--- config.mk ---
export PLATFORM = sky130hd
export DESIGN_NAME = mau_queue
export DESIGN_NICKNAME = d
export VERILOG_FILES = /design/src/design/mau_pkg.sv /design/src/design/mau_queue.sv
export SDC_FILE = /design/constraint.sdc
export NUM_CORES = 1
export LEC_CHECK = 0
export BUFFER_PORTS_ARGS = -buffer_cell sky130_fd_sc_hd__buf_2
export CORE_MARGIN = 5
export CORE_UTILIZATION = 49
export CTS_BUF_LIST = sky130_fd_sc_hd__clkbuf_8
export DETAILED_ROUTE_END_ITERATION = 16
export MAX_ROUTING_LAYER = met4
export PLACE_DENSITY = 0.75
export SYNTH_ARGS = -nofsm -noshare
export SYNTH_HDL_FRONTEND = slang
export SYNTH_SLANG_ARGS = --single-unit
--- constraint.sdc ---
create_clock -name clock -period 9.3 [get_ports clock]
set_clock_uncertainty 0.15 [all_clocks]
set_input_delay 2.325 -clock clock [delete_from_list [all_inputs] [get_ports clock]]
set_output_delay 2.325 -clock clock [all_outputs]
set_load 0.01 [all_outputs]
--- src/design/mau_pkg.sv ---
// Package with the payload types, job type and codes of the modular arithmetic unit.
package mau_pkg;

   // Width of every data field on the ports.
   localparam int DATA_BITS = 64;

   // Request codes.
   localparam logic [2:0] OP_ADD_MOD     = 3'd0;
   localparam logic [2:0] OP_WIDE_MUL    = 3'd1;
   localparam logic [2:0] OP_MUL_MOD     = 3'd2;
   localparam logic [2:0] OP_DIVIDE      = 3'd3;
   localparam logic [2:0] OP_DIVIDE_MOD  = 3'd4;
   localparam logic [2:0] OP_NEGATE_MOD  = 3'd5;

   // Status codes.
   localparam logic [1:0] STATUS_OK       = 2'd0;
   localparam logic [1:0] STATUS_DIV_ZERO = 2'd1;
   localparam logic [1:0] STATUS_OVERFLOW = 2'd2;

   typedef struct packed {
      logic [2:0]           req_type;
      logic [DATA_BITS-1:0] operand_a;
      logic [DATA_BITS-1:0] operand_b;
      logic [DATA_BITS-1:0] dividend_high;
      logic [DATA_BITS-1:0] dividend_low;
      logic [DATA_BITS-1:0] divisor;
   } req_payload_type;

   typedef struct packed {
      logic [DATA_BITS-1:0] result_low;
      logic [DATA_BITS-1:0] result_high;
      logic [DATA_BITS-1:0] remainder_out;
      logic [1:0]           status;
   } rsp_payload_type;

   // A classified job handed from the front end to the divider back end.
   typedef struct packed {
      logic [2:0]           op;
      logic [1:0]           status;
      logic [DATA_BITS-1:0] div_hi;
      logic [DATA_BITS-1:0] div_lo;
      logic [DATA_BITS-1:0] divisor;
      logic [DATA_BITS-1:0] modulus;
   } job_type;

endpackage

--- src/design/mau_queue.sv ---
// Two-entry job queue between the front end and the back end.
module mau_queue (
   input  logic             clock,
   input  logic             reset,
   input  logic             push_valid,
   output logic             push_ready,
   input  mau_pkg::job_type push_data,
   output logic             pop_valid,
   input  logic             pop_ready,
   output mau_pkg::job_type pop_data
);

   localparam int DEPTH = 2;
   localparam int CW    = $clog2(DEPTH + 1);

   mau_pkg::job_type entries_ff [0:DEPTH-1];
   logic             wr_ptr_ff, rd_ptr_ff;
   logic [CW-1:0]    count_ff;
   logic             push, pop;

   assign push_ready = count_ff != CW'(DEPTH);
   assign pop_valid  = count_ff != '0;
   assign push       = push_valid && push_ready;
   assign pop        = pop_valid && pop_ready;
   assign pop_data   = entries_ff[rd_ptr_ff];

   // Pointers and fill count.
   always_ff @(posedge clock) begin
      if (reset) begin
         wr_ptr_ff <= 1'b0;
         rd_ptr_ff <= 1'b0;
         count_ff  <= '0;
      end else begin
         if (push) begin
            wr_ptr_ff <= !wr_ptr_ff;
         end
         if (pop) begin
            rd_ptr_ff <= !rd_ptr_ff;
         end
         if (push && !pop) begin
            count_ff <= count_ff + 1'b1;
         end else if (pop && !push) begin
            count_ff <= count_ff - 1'b1;
         end
      end
   end

   // Entry storage.
   always_ff @(posedge clock) begin
      if (push) begin
         entries_ff[wr_ptr_ff] <= push_data;
      end
   end

endmodule

==> results.py, run 1 <==
metrics = {
    "run_status": {
        "outcome": "finished, final reports clean",
    },
    "logic_synthesis": {
        "ys_seq_elements": 527,
        "synth_top_area_frac": 0.790,
        "netlist_top_cells_area": "edfxtp_1 79%, mux2_4 14%, mux2_2 4.0%, buf_6 1.2%, dfxtp_1 0.50%",
        "synthArstFlopShare": 0,
        "synth_common_cells": "522 x edfxtp_1, 190 x mux2_4, 71 x mux2_2, 22 x buf_6, 7 x buf_2",
        "synth_most_common_cell": "edfxtp_1",
        "synth_seq_area_share": 0.795,
        "synthCells": 836,
        "synthDistinctLibCells": 19,
        "ys.flop_type": "edfxtp_1",
        "syn_nets": 1102,
        "synth_edf_count": 522,
        "synth_warnings": 0,
        "yosysTopAreaCell": "edfxtp_1",
        "post_synth.cell_area_avg_um2": 23.7,
        "synth_area_mm2": 0.0198,
    },
    "floorplan": {
        "die_area_mm2": 0.0446,
        "core_mm2": 0.0399,
        "fp.dieH_um": 211,
        "ios": 528,
        "die_w_um": 211,
        "std_cell_rows": 73,
        "floorplan.initialDensity": 0.497,
    },
    "critical_path": {
        "rr_worst_depth": 3,
        "r2r_slack_ns": 6.48,
        "path_class": "flop to primary output",
        "path_cells": "buf_12, mux2_2, buf_2",
        "cpMaxStageDelayCell": "dfxtp_4",
        "critPathMaxFanout": 151,
        "crit_path_max_incr_delay_ns": 1.00,
        "cp_data_required_time_ns": 6.83,
        "end_kind": "primary output",
        "critical_path_arrival_ns": 3.32,
        "startpoint_type": "flop",
    },
    "clock_tree": {
        "clock_latency_ns": 0.63,
        "clkTransAtPathRegs_ns": 0.06,
        "cts_sinks": 527,
        "ctsResizeCount": 0,
        "clockBufferDepth": 3,
        "cts_tree": "yes",
        "ctsRootBufferMaster": "clkbuf_8",
        "h-tree-depth": 3,
        "hold_buffers": 0,
        "post_cts_buffers": 0,
        "numCtsBuffers": 85,
    },
    "hold_path": {
        "worstHoldPathType": "flop to flop",
        "hold_depth": 2,
    },
    "drt": {
        "dr.first_iter.drc_count": 683,
        "highest_layer": "met4",
        "wl_per_cell_um": 21.6,
        "drt-met1-wl_mm": 15.7,
        "totalWireLength_mm": 43.8,
        "vias_per_cell": 4.94,
        "vias": 10000,
        "drt_first_pass_iters": 6,
        "ant_nets": 0,
        "dr_wl_met3_mm": 3.59,
        "drcViolationCount": 0,
        "wl_met2_mm": 23.2,
    },
    "global_routing": {
        "grt_usage": 0.194,
        "grt_pass1_wl_mm": 63.0,
        "globalRouteOverflowTotal": 0,
        "grt_antenna_before_repair": 14,
        "grt_max_degree": 152,
        "grt_pass1_vias": 10700,
    },
    "layout": {
        "design_area_mm2": 0.0245,
        "layout-drive-gt1-share": 0.603,
        "nNetsFinal": 1692,
        "finalNonFillerCells": 2030,
        "area_growth_pct": 23.6,
    },
    "pwr": {
        "p_leak_nw": 9.59,
        "vdd_drop_max_v": 0.000155,
        "pwr_density_cell_mw_per_mm2": 269,
    },
    "placed_design": {
        "io_buffer_count": 527,
        "hpwl_mm": 30.3,
        "dp_cells": 1864,
        "dpl_cell_area_mm2": 0.0229,
        "gp_congestion": 0.836,
    },
    "sta": {
        "rsz0062_at_grt": "no",
        "fin_setup_tns_ns": 0,
        "post-route-min-period_ns": 5.80,
        "max_freq_mhz": 173,
        "relSlewSlack": 0.194,
        "hold_viol_final": 0,
        "drv_slew": 0,
        "setup_violations": 0,
        "min_period_over_period": 0.623,
        "timing.hold.ws_ns": 0.368,
        "worstMarginPinSlew_ns": 1.21,
    },
    "run": {
        "cap_violations": 0,
    },
}
-- power by group --
group / switching (mW) / internal, mW
logic: 0.851 / 0.852
clock network: 0.848 / 0.942
registers: 0.119 / 2.97
total: 1.82 / 4.77
-- stage by stage --
| step | util | setup WS [ns] | power, mW |
|---|---|---|---|
| 5_1_grt | 0.614 | 3.37 | 6.89 |
| 6_report | 0.614 | 3.50 | 6.59 |
| 3_3_place_gp | 0.575 | 4.17 | 4.83 |
| 2_1_floorplan | - | 0.175 | 4.33 |
| 3_5_place_dp | 0.575 | 4.20 | 4.87 |
| 4_1_cts | 0.613 | 3.47 | 6.68 |
-- final cells by class --
type | count | area (um2)
inverters | 1 | 11.3
well taps | 525 | 657
multi-input cells | 279 | 3780
fillers | 2810 | 15400
clock inverters | 65 | 350
clock buffers | 86 | 1180
flip-flops and latches | 527 | 15800
repair buffers | 532 | 2710
diodes | 15 | 37.5
-- per-layer routing --
metal  vias to the layer above  GRT usage
li1                       4558          -
met1                      4984      0.213
met2                       417      0.326
met3                        75     0.0613
met4                         0     0.0847
met5                         -          -
-- final timing paths --
check | from | end
worst min-delay path | count_ff[1] | count_ff[1]
worst max-delay path | flop | pop_data[21]
worst min register to register | count_ff[1] | count_ff[1]
worst max register to register | count_ff[0] | entries_ff[1][109]
-- cells by family after synthesis --
group           Yosys count  synth area share
fa+ha+maj                 1          0.000631
buf+inv                  30            0.0144
xor+xnor                  3           0.00133
flops                   527             0.795
mux                     261             0.184
compound gates            5           0.00151
simple gates              9           0.00252
-- cells in the final DEF, fill, tap and decap left out, types with 2 or more instances in the layout --
master | netlist | layout
edfxtp_1 | 522 | 522
nor2_1 | 3 | 3
mux2_4 | 190 | 190
diode_2 | 0 | 15
buf_4 | 0 | 2
o21ai_0 | 2 | 2
clkinvlp_4 | 0 | 4
a21oi_1 | 2 | 2
mux2_2 | 71 | 71
buf_2 | 7 | 527
clkinv_2 | 0 | 6
xor2_1 | 3 | 3
buf_12 | 0 | 3
clkbuf_8 | 0 | 86
inv_1 | 1 | 32
clkinv_1 | 0 | 19
bufinv_16 | 0 | 3
dfxtp_1 | 5 | 4
-- registers in the layout, summed over array words and instances, names as in the netlist, named ones only --
| signal | cells |
|---|---|
| entries_ff | 522 |
| wr_ptr_ff | 1 |
| count_ff | 2 |
| rd_ptr_ff | 1 |
-- critical path: cells and delay by family (launching register included) --
family	cells	cell delay, ns
buf+inv	2	0.81
mux	1	0.45
flops	1	1.00
Power figures use the tool's default switching activity.
==> run 2, diff against run 1 <==
==> constraint.sdc (replaced) <==
create_clock -name clock -period 5.3 [get_ports clock]
set_clock_uncertainty 0.15 [all_clocks]
set_input_delay 1.325 -clock clock [delete_from_list [all_inputs] [get_ports clock]]
set_output_delay 1.325 -clock clock [all_outputs]
set_load 0.01 [all_outputs]
==> run 2 against run 1 <==
Compared with the run above: cell area down 0.15%; critical endpoint is now pop_data[56]; highest routed layer unchanged; critical path depth unchanged; largest power group unchanged; total power is 72% higher; cell count decreased by 0.25%.
==> results.py, run 2 (synthesized netlist as in run 1, its figures left out) <==
metrics = {
    "sta": {
        "rsz0062_at_grt": "no",
        "post-route-min-period_ns": 3.97,
        "hold_viol_final": 0,
        "relSlewSlack": 0.239,
        "max_freq_mhz": 252,
        "setup_violations": 0,
        "fin_setup_tns_ns": 0,
        "drv_slew": 0,
        "min_period_over_period": 0.749,
        "worstMarginPinSlew_ns": 1.14,
    },
    "placed_design": {
        "gp_congestion": 0.835,
        "dp_cells": 1878,
        "hpwl_mm": 30.7,
        "io_buffer_count": 527,
    },
    "global_routing": {
        "grt_pass1_vias": 11000,
        "grt_antenna_before_repair": 18,
        "grt_pass1_wl_mm": 62.9,
        "grt_usage": 0.193,
        "grt_max_degree": 84,
        "globalRouteOverflowTotal": 0,
    },
    "layout": {
        "layout-drive-gt1-share": 0.611,
        "nNetsFinal": 1702,
        "area_growth_pct": 23.4,
        "finalNonFillerCells": 2025,
        "layout_commonest_cell": "buf_2",
        "layout_common_cells": "527 x buf_2, 522 x edfxtp_1, 190 x mux2_4",
        "regMostFlops": "entries_ff",
        "reg_top3": "entries_ff (522), count_ff (2)",
        "largest_register_ffs": 522,
    },
    "floorplan": {
        "fp.dieH_um": 211,
        "die_w_um": 211,
        "floorplan.initialDensity": 0.497,
        "ios": 528,
        "die_area_mm2": 0.0446,
        "std_cell_rows": 73,
        "core_mm2": 0.0399,
    },
    "drt": {
        "ant_nets": 0,
        "dr_wl_met3_mm": 3.58,
        "drt_first_pass_iters": 5,
        "wl_per_cell_um": 21.4,
        "drcViolationCount": 0,
        "highest_layer": "met4",
        "vias": 10100,
        "dr.first_iter.drc_count": 562,
        "totalWireLength_mm": 43.3,
        "drt-met1-wl_mm": 15.5,
        "vias_per_cell": 4.98,
        "wl_met2_mm": 22.5,
    },
    "critical_path": {
        "critical_path_buf_inv_count": 2,
        "cp_data_required_time_ns": 3.83,
        "rr_worst_depth": 5,
        "startpoint_type": "flop",
        "critical_path_arrival_ns": 2.50,
        "path_depth": 3,
        "cpMaxStageDelayCell": "dfxtp_4",
        "path_delay_family": "flip-flops",
        "crit_path_max_incr_delay_ns": 0.78,
        "critPathMaxFanout": 66,
        "path_cells": "buf_12, mux2_2, buf_2",
        "r2r_slack_ns": 2.25,
        "end_kind": "primary output",
        "path_class": "flop to primary output",
    },
    "clock_tree": {
        "cts_tree": "yes",
        "clockBufferDepth": 3,
        "hold_buffers": 0,
        "h-tree-depth": 3,
        "post_cts_buffers": 0,
        "clock_latency_ns": 0.60,
        "clkTransAtPathRegs_ns": 0.06,
        "cts_sinks": 527,
        "ctsRootBufferMaster": "clkbuf_8",
        "numCtsBuffers": 81,
        "ctsResizeCount": 0,
    },
    "pwr": {
        "netSwitchingFraction": 0.278,
        "p_clk_frac": 0.255,
        "pwr_density_cell_mw_per_mm2": 463,
        "vdd_drop_max_v": 0.000420,
        "p_switching_mw": 3.15,
        "p_leak_nw": 9.54,
        "power.share.sequential": 0.475,
        "power.internal_mw": 8.18,
        "power_frac_comb": 0.270,
    },
    "hold_path": {
        "worstHoldPathType": "flop to flop",
        "hold_depth": 2,
    },
    "run_status": {
        "outcome": "finished, final reports clean",
    },
    "run": {
        "cap_violations": 0,
    },
}
## run 2: cell types whose count changed in the layout (fill, tap and decap cells not counted), sizes merged
cell,change
buf,+14
clkinvlp,+1
inv,-11
clkinv,-10
bufinv,-3
diode,+4
## run 2: tightest hold or removal path: stages, from the launching register on
cell and delay (ns):
dfxtp_1 0.32, xor2_1 0.08, nor2_1 0.08
## run 2: through the flow
step                      hold slack, ns  worst slack (ns)  power [mW]  utilization  instance area (um2)
after CTS                          0.367              1.20        11.5        0.612                24400
after global placement             0.336              1.48        8.52        0.578                23100
final                              0.362              1.33        11.3        0.613                24500
after floorplan                    0.321            -0.604        7.54            -                19800
after detailed placement           0.352              1.48        8.58        0.578                23100
after global routing               0.413              1.16        11.9        0.613                24500
## run 2: final timing paths
kind                                  start            endpoint
worst max-delay path                   flop        pop_data[56]
worst min-delay path              rd_ptr_ff                flop
worst max register to register  count_ff[0]  entries_ff[0][232]
worst min register to register    rd_ptr_ff                flop
## run 2: power groups by stage
stage / Combinational (mW) / Clock [mW] / Sequential (mW)
after global placement: 3.08 / 0 / 5.44
final: 3.06 / 2.89 / 5.38
after CTS: 3.11 / 3.00 / 5.40
after detailed placement: 3.10 / 0 / 5.48
after global routing: 3.23 / 3.19 / 5.44
after floorplan: 2.07 / 0 / 5.46
## run 2: final cells by class
type | instances | area [um2]
multi-input cells | 279 | 3780
clock inverters | 42 | 176
flip-flops and latches | 527 | 15800
fillers | 2814 | 15400
clock buffers | 86 | 1180
repair buffers | 546 | 2840
inverters | 1 | 7.51
diodes | 19 | 47.5
well taps | 525 | 657
## run 2: routing by layer
layer  vias to the layer above  global-route usage
met3                        93              0.0582
met5                         -                   -
met2                       412               0.322
met1                      5014               0.211
met4                         0              0.0928
li1                       4567                   -
==> run 3, diff against run 2 <==
--- a/config.mk
+++ b/config.mk
@@ -6,12 +6,12 @@
 export NUM_CORES = 1
 export LEC_CHECK = 0
 export BUFFER_PORTS_ARGS = -buffer_cell sky130_fd_sc_hd__buf_2
-export CORE_MARGIN = 5
-export CORE_UTILIZATION = 49
+export CORE_AREA = 5 5 204 206
 export CTS_BUF_LIST = sky130_fd_sc_hd__clkbuf_8
 export DETAILED_ROUTE_END_ITERATION = 16
+export DIE_AREA = 0 0 209 211
 export MAX_ROUTING_LAYER = met4
-export PLACE_DENSITY = 0.75
+export PLACE_DENSITY = 0.74
 export SYNTH_ARGS = -nofsm -noshare
 export SYNTH_HDL_FRONTEND = slang
 export SYNTH_SLANG_ARGS = --single-unit
==> constraint.sdc (replaced) <==
create_clock -name clock -period 3.9 [get_ports clock]
set_clock_uncertainty 0.15 [all_clocks]
set_input_delay 0.975 -clock clock [delete_from_list [all_inputs] [get_ports clock]]
set_output_delay 0.975 -clock clock [all_outputs]
set_load 0.01 [all_outputs]
==> run 3 against run 2 <==
Compared with the run above: global-route usage is 0.83 points higher; routed wire length increased by 3.6%; via count rose by 1.4%; clock-buffer cell count stayed put; clock power rose by 44%; combinational power up 38%; highest routed layer unchanged.
==> results.py, run 3 (synthesized netlist as in run 1, its figures left out) <==
metrics = {
    "critical_path": {
        "worstReg2RegEnd": "entries_ff[0][62]",
        "cpMaxStageDelayCell": "dfxtp_4",
        "critical_path_buf_inv_count": 2,
        "path_delay_family": "flip-flops",
        "critical_path_arrival_ns": 2.34,
        "cp_data_required_time_ns": 2.77,
        "rr_worst_depth": 4,
        "r2r_slack_ns": 1.82,
        "path_class": "flop to primary output",
        "end_kind": "primary output",
        "startpoint_type": "flop",
        "reg2reg_from": "count_ff[0]",
        "path_cells": "buf_4, mux2_4, buf_2",
        "critPathMaxFanout": 29,
        "crit_path_max_incr_delay_ns": 0.69,
    },
    "layout": {
        "area_growth_pct": 24.3,
        "final_util": 0.625,
        "finalNonFillerCells": 2042,
        "largest_register_ffs": 522,
        "layout_common_cells": "527 x buf_2, 522 x edfxtp_1, 190 x mux2_4",
        "layout_commonest_cell": "buf_2",
        "nFillCells": 2824,
        "reg_top3": "entries_ff (522), count_ff (2)",
        "nNetsFinal": 1710,
        "regMostFlops": "entries_ff",
        "design_area_mm2": 0.0247,
        "layout-drive-gt1-share": 0.611,
    },
    "clock_tree": {
        "h-tree-depth": 3,
        "clockBufferDepth": 3,
        "cts_tree": "yes",
        "ctsRootBufferMaster": "clkbuf_8",
        "clock_latency_ns": 0.63,
        "numCtsBuffers": 84,
        "ctsResizeCount": 0,
        "hold_buffers": 0,
        "post_cts_buffers": 0,
        "cts_sinks": 527,
        "clkTransAtPathRegs_ns": 0.05,
    },
    "placed_design": {
        "pre_cts_slack_ns": 1.08,
        "dp_cells": 1883,
        "hpwl_mm": 32.2,
        "io_buffer_count": 527,
        "gp_congestion": 0.823,
        "dpl_cell_area_mm2": 0.0231,
    },
    "drt": {
        "dr.first_iter.drc_count": 589,
        "vias": 10200,
        "wl_per_cell_um": 21.9,
        "ant_nets": 0,
        "vias_per_cell": 5.01,
        "drcViolationCount": 0,
        "totalWireLength_mm": 44.8,
        "drt_first_pass_iters": 4,
    },
    "floorplan": {
        "core_mm2": 0.0395,
        "floorplan.initialDensity": 0.503,
        "die_area_mm2": 0.0441,
        "ios": 528,
        "die_w_um": 209,
        "fp.dieH_um": 211,
        "std_cell_rows": 73,
    },
    "global_routing": {
        "globalRouteOverflowTotal": 0,
        "grt_usage": 0.201,
        "grt_antenna_before_repair": 11,
        "grt_pass1_vias": 10900,
        "grt_pass1_wl_mm": 64.5,
        "grt_max_degree": 105,
    },
    "sta": {
        "hold_viol_final": 0,
        "relSlewSlack": 0.564,
        "min_period_over_period": 0.888,
        "post-route-min-period_ns": 3.46,
        "rsz0062_at_grt": "no",
        "setup_violations": 0,
        "max_freq_mhz": 289,
        "timing.hold.ws_ns": 0.345,
        "worstMarginPinSlew_ns": 0.654,
        "drv_slew": 0,
        "fin_ws_ns": 0.437,
        "fin_setup_tns_ns": 0,
    },
    "pwr": {
        "pwr_density_cell_mw_per_mm2": 637,
        "finalPower_mw": 15.7,
        "vdd_drop_max_v": 0.000412,
        "p_leak_nw": 9.68,
    },
    "run": {
        "cap_violations": 0,
    },
    "hold_path": {
        "worstHoldPathType": "flop to flop",
        "hp-start": "rd_ptr_ff",
        "hold_depth": 2,
    },
    "run_status": {
        "outcome": "finished, final reports clean",
    },
}
==> run 3: cell types whose count changed in the layout (fill, tap and decap cells not counted), sizes merged <==
cell      change
inv           +9
clkinvlp      -3
buf           +5
diode         -5
bufinv        +2
clkinv        +9
==> run 3: worst max-delay path by stage <==
stage | start | end | slack (ns) | depth (start not counted)
global placement | flop | pop_data[129] | 1.10 | 3
detailed placement | flop | pop_data[129] | 1.08 | 3
global route | flop | pop_data[129] | 0.31 | 3
floorplan | push_valid | entries_ff[0][0] | -1.65 | 2
finish | flop | pop_data[158] | 0.44 | 3
CTS | flop | pop_data[158] | 0.34 | 3
==> run 3: report_power, final <==
| group | total (mW) | internal [mW] | switching (mW) |
|---|---|---|---|
| Combinational | 4.22 | 2.07 | 2.15 |
| Clock | 4.17 | 2.18 | 2.00 |
| Sequential | 7.31 | 7.08 | 0.233 |
==> run 3: cell type report <==
class,instances,area [um2],share of cell area
diodes,14,35.0,0.00142
inverters,1,7.51,0.000304
repair buffers,551,2920,0.118
clock inverters,59,304,0.0123
flip-flops and latches,527,15800,0.640
multi-input cells,279,3780,0.153
clock buffers,86,1180,0.0480
well taps,525,657,0.0266
==> run 3: metal layers <==
| layer | share of wire | GRT usage |
|---|---|---|
| met5 | 0 | - |
| met3 | 0.077 | 0.0662 |
| met2 | 0.54 | 0.350 |
| met1 | 0.36 | 0.220 |
| met4 | 0.024 | 0.0637 |
==> run 3: worst min-delay path: stages, from the launching register on <==
cell and delay [ns]:
dfxtp_1 0.32, xor2_1 0.08, nor2_1 0.07
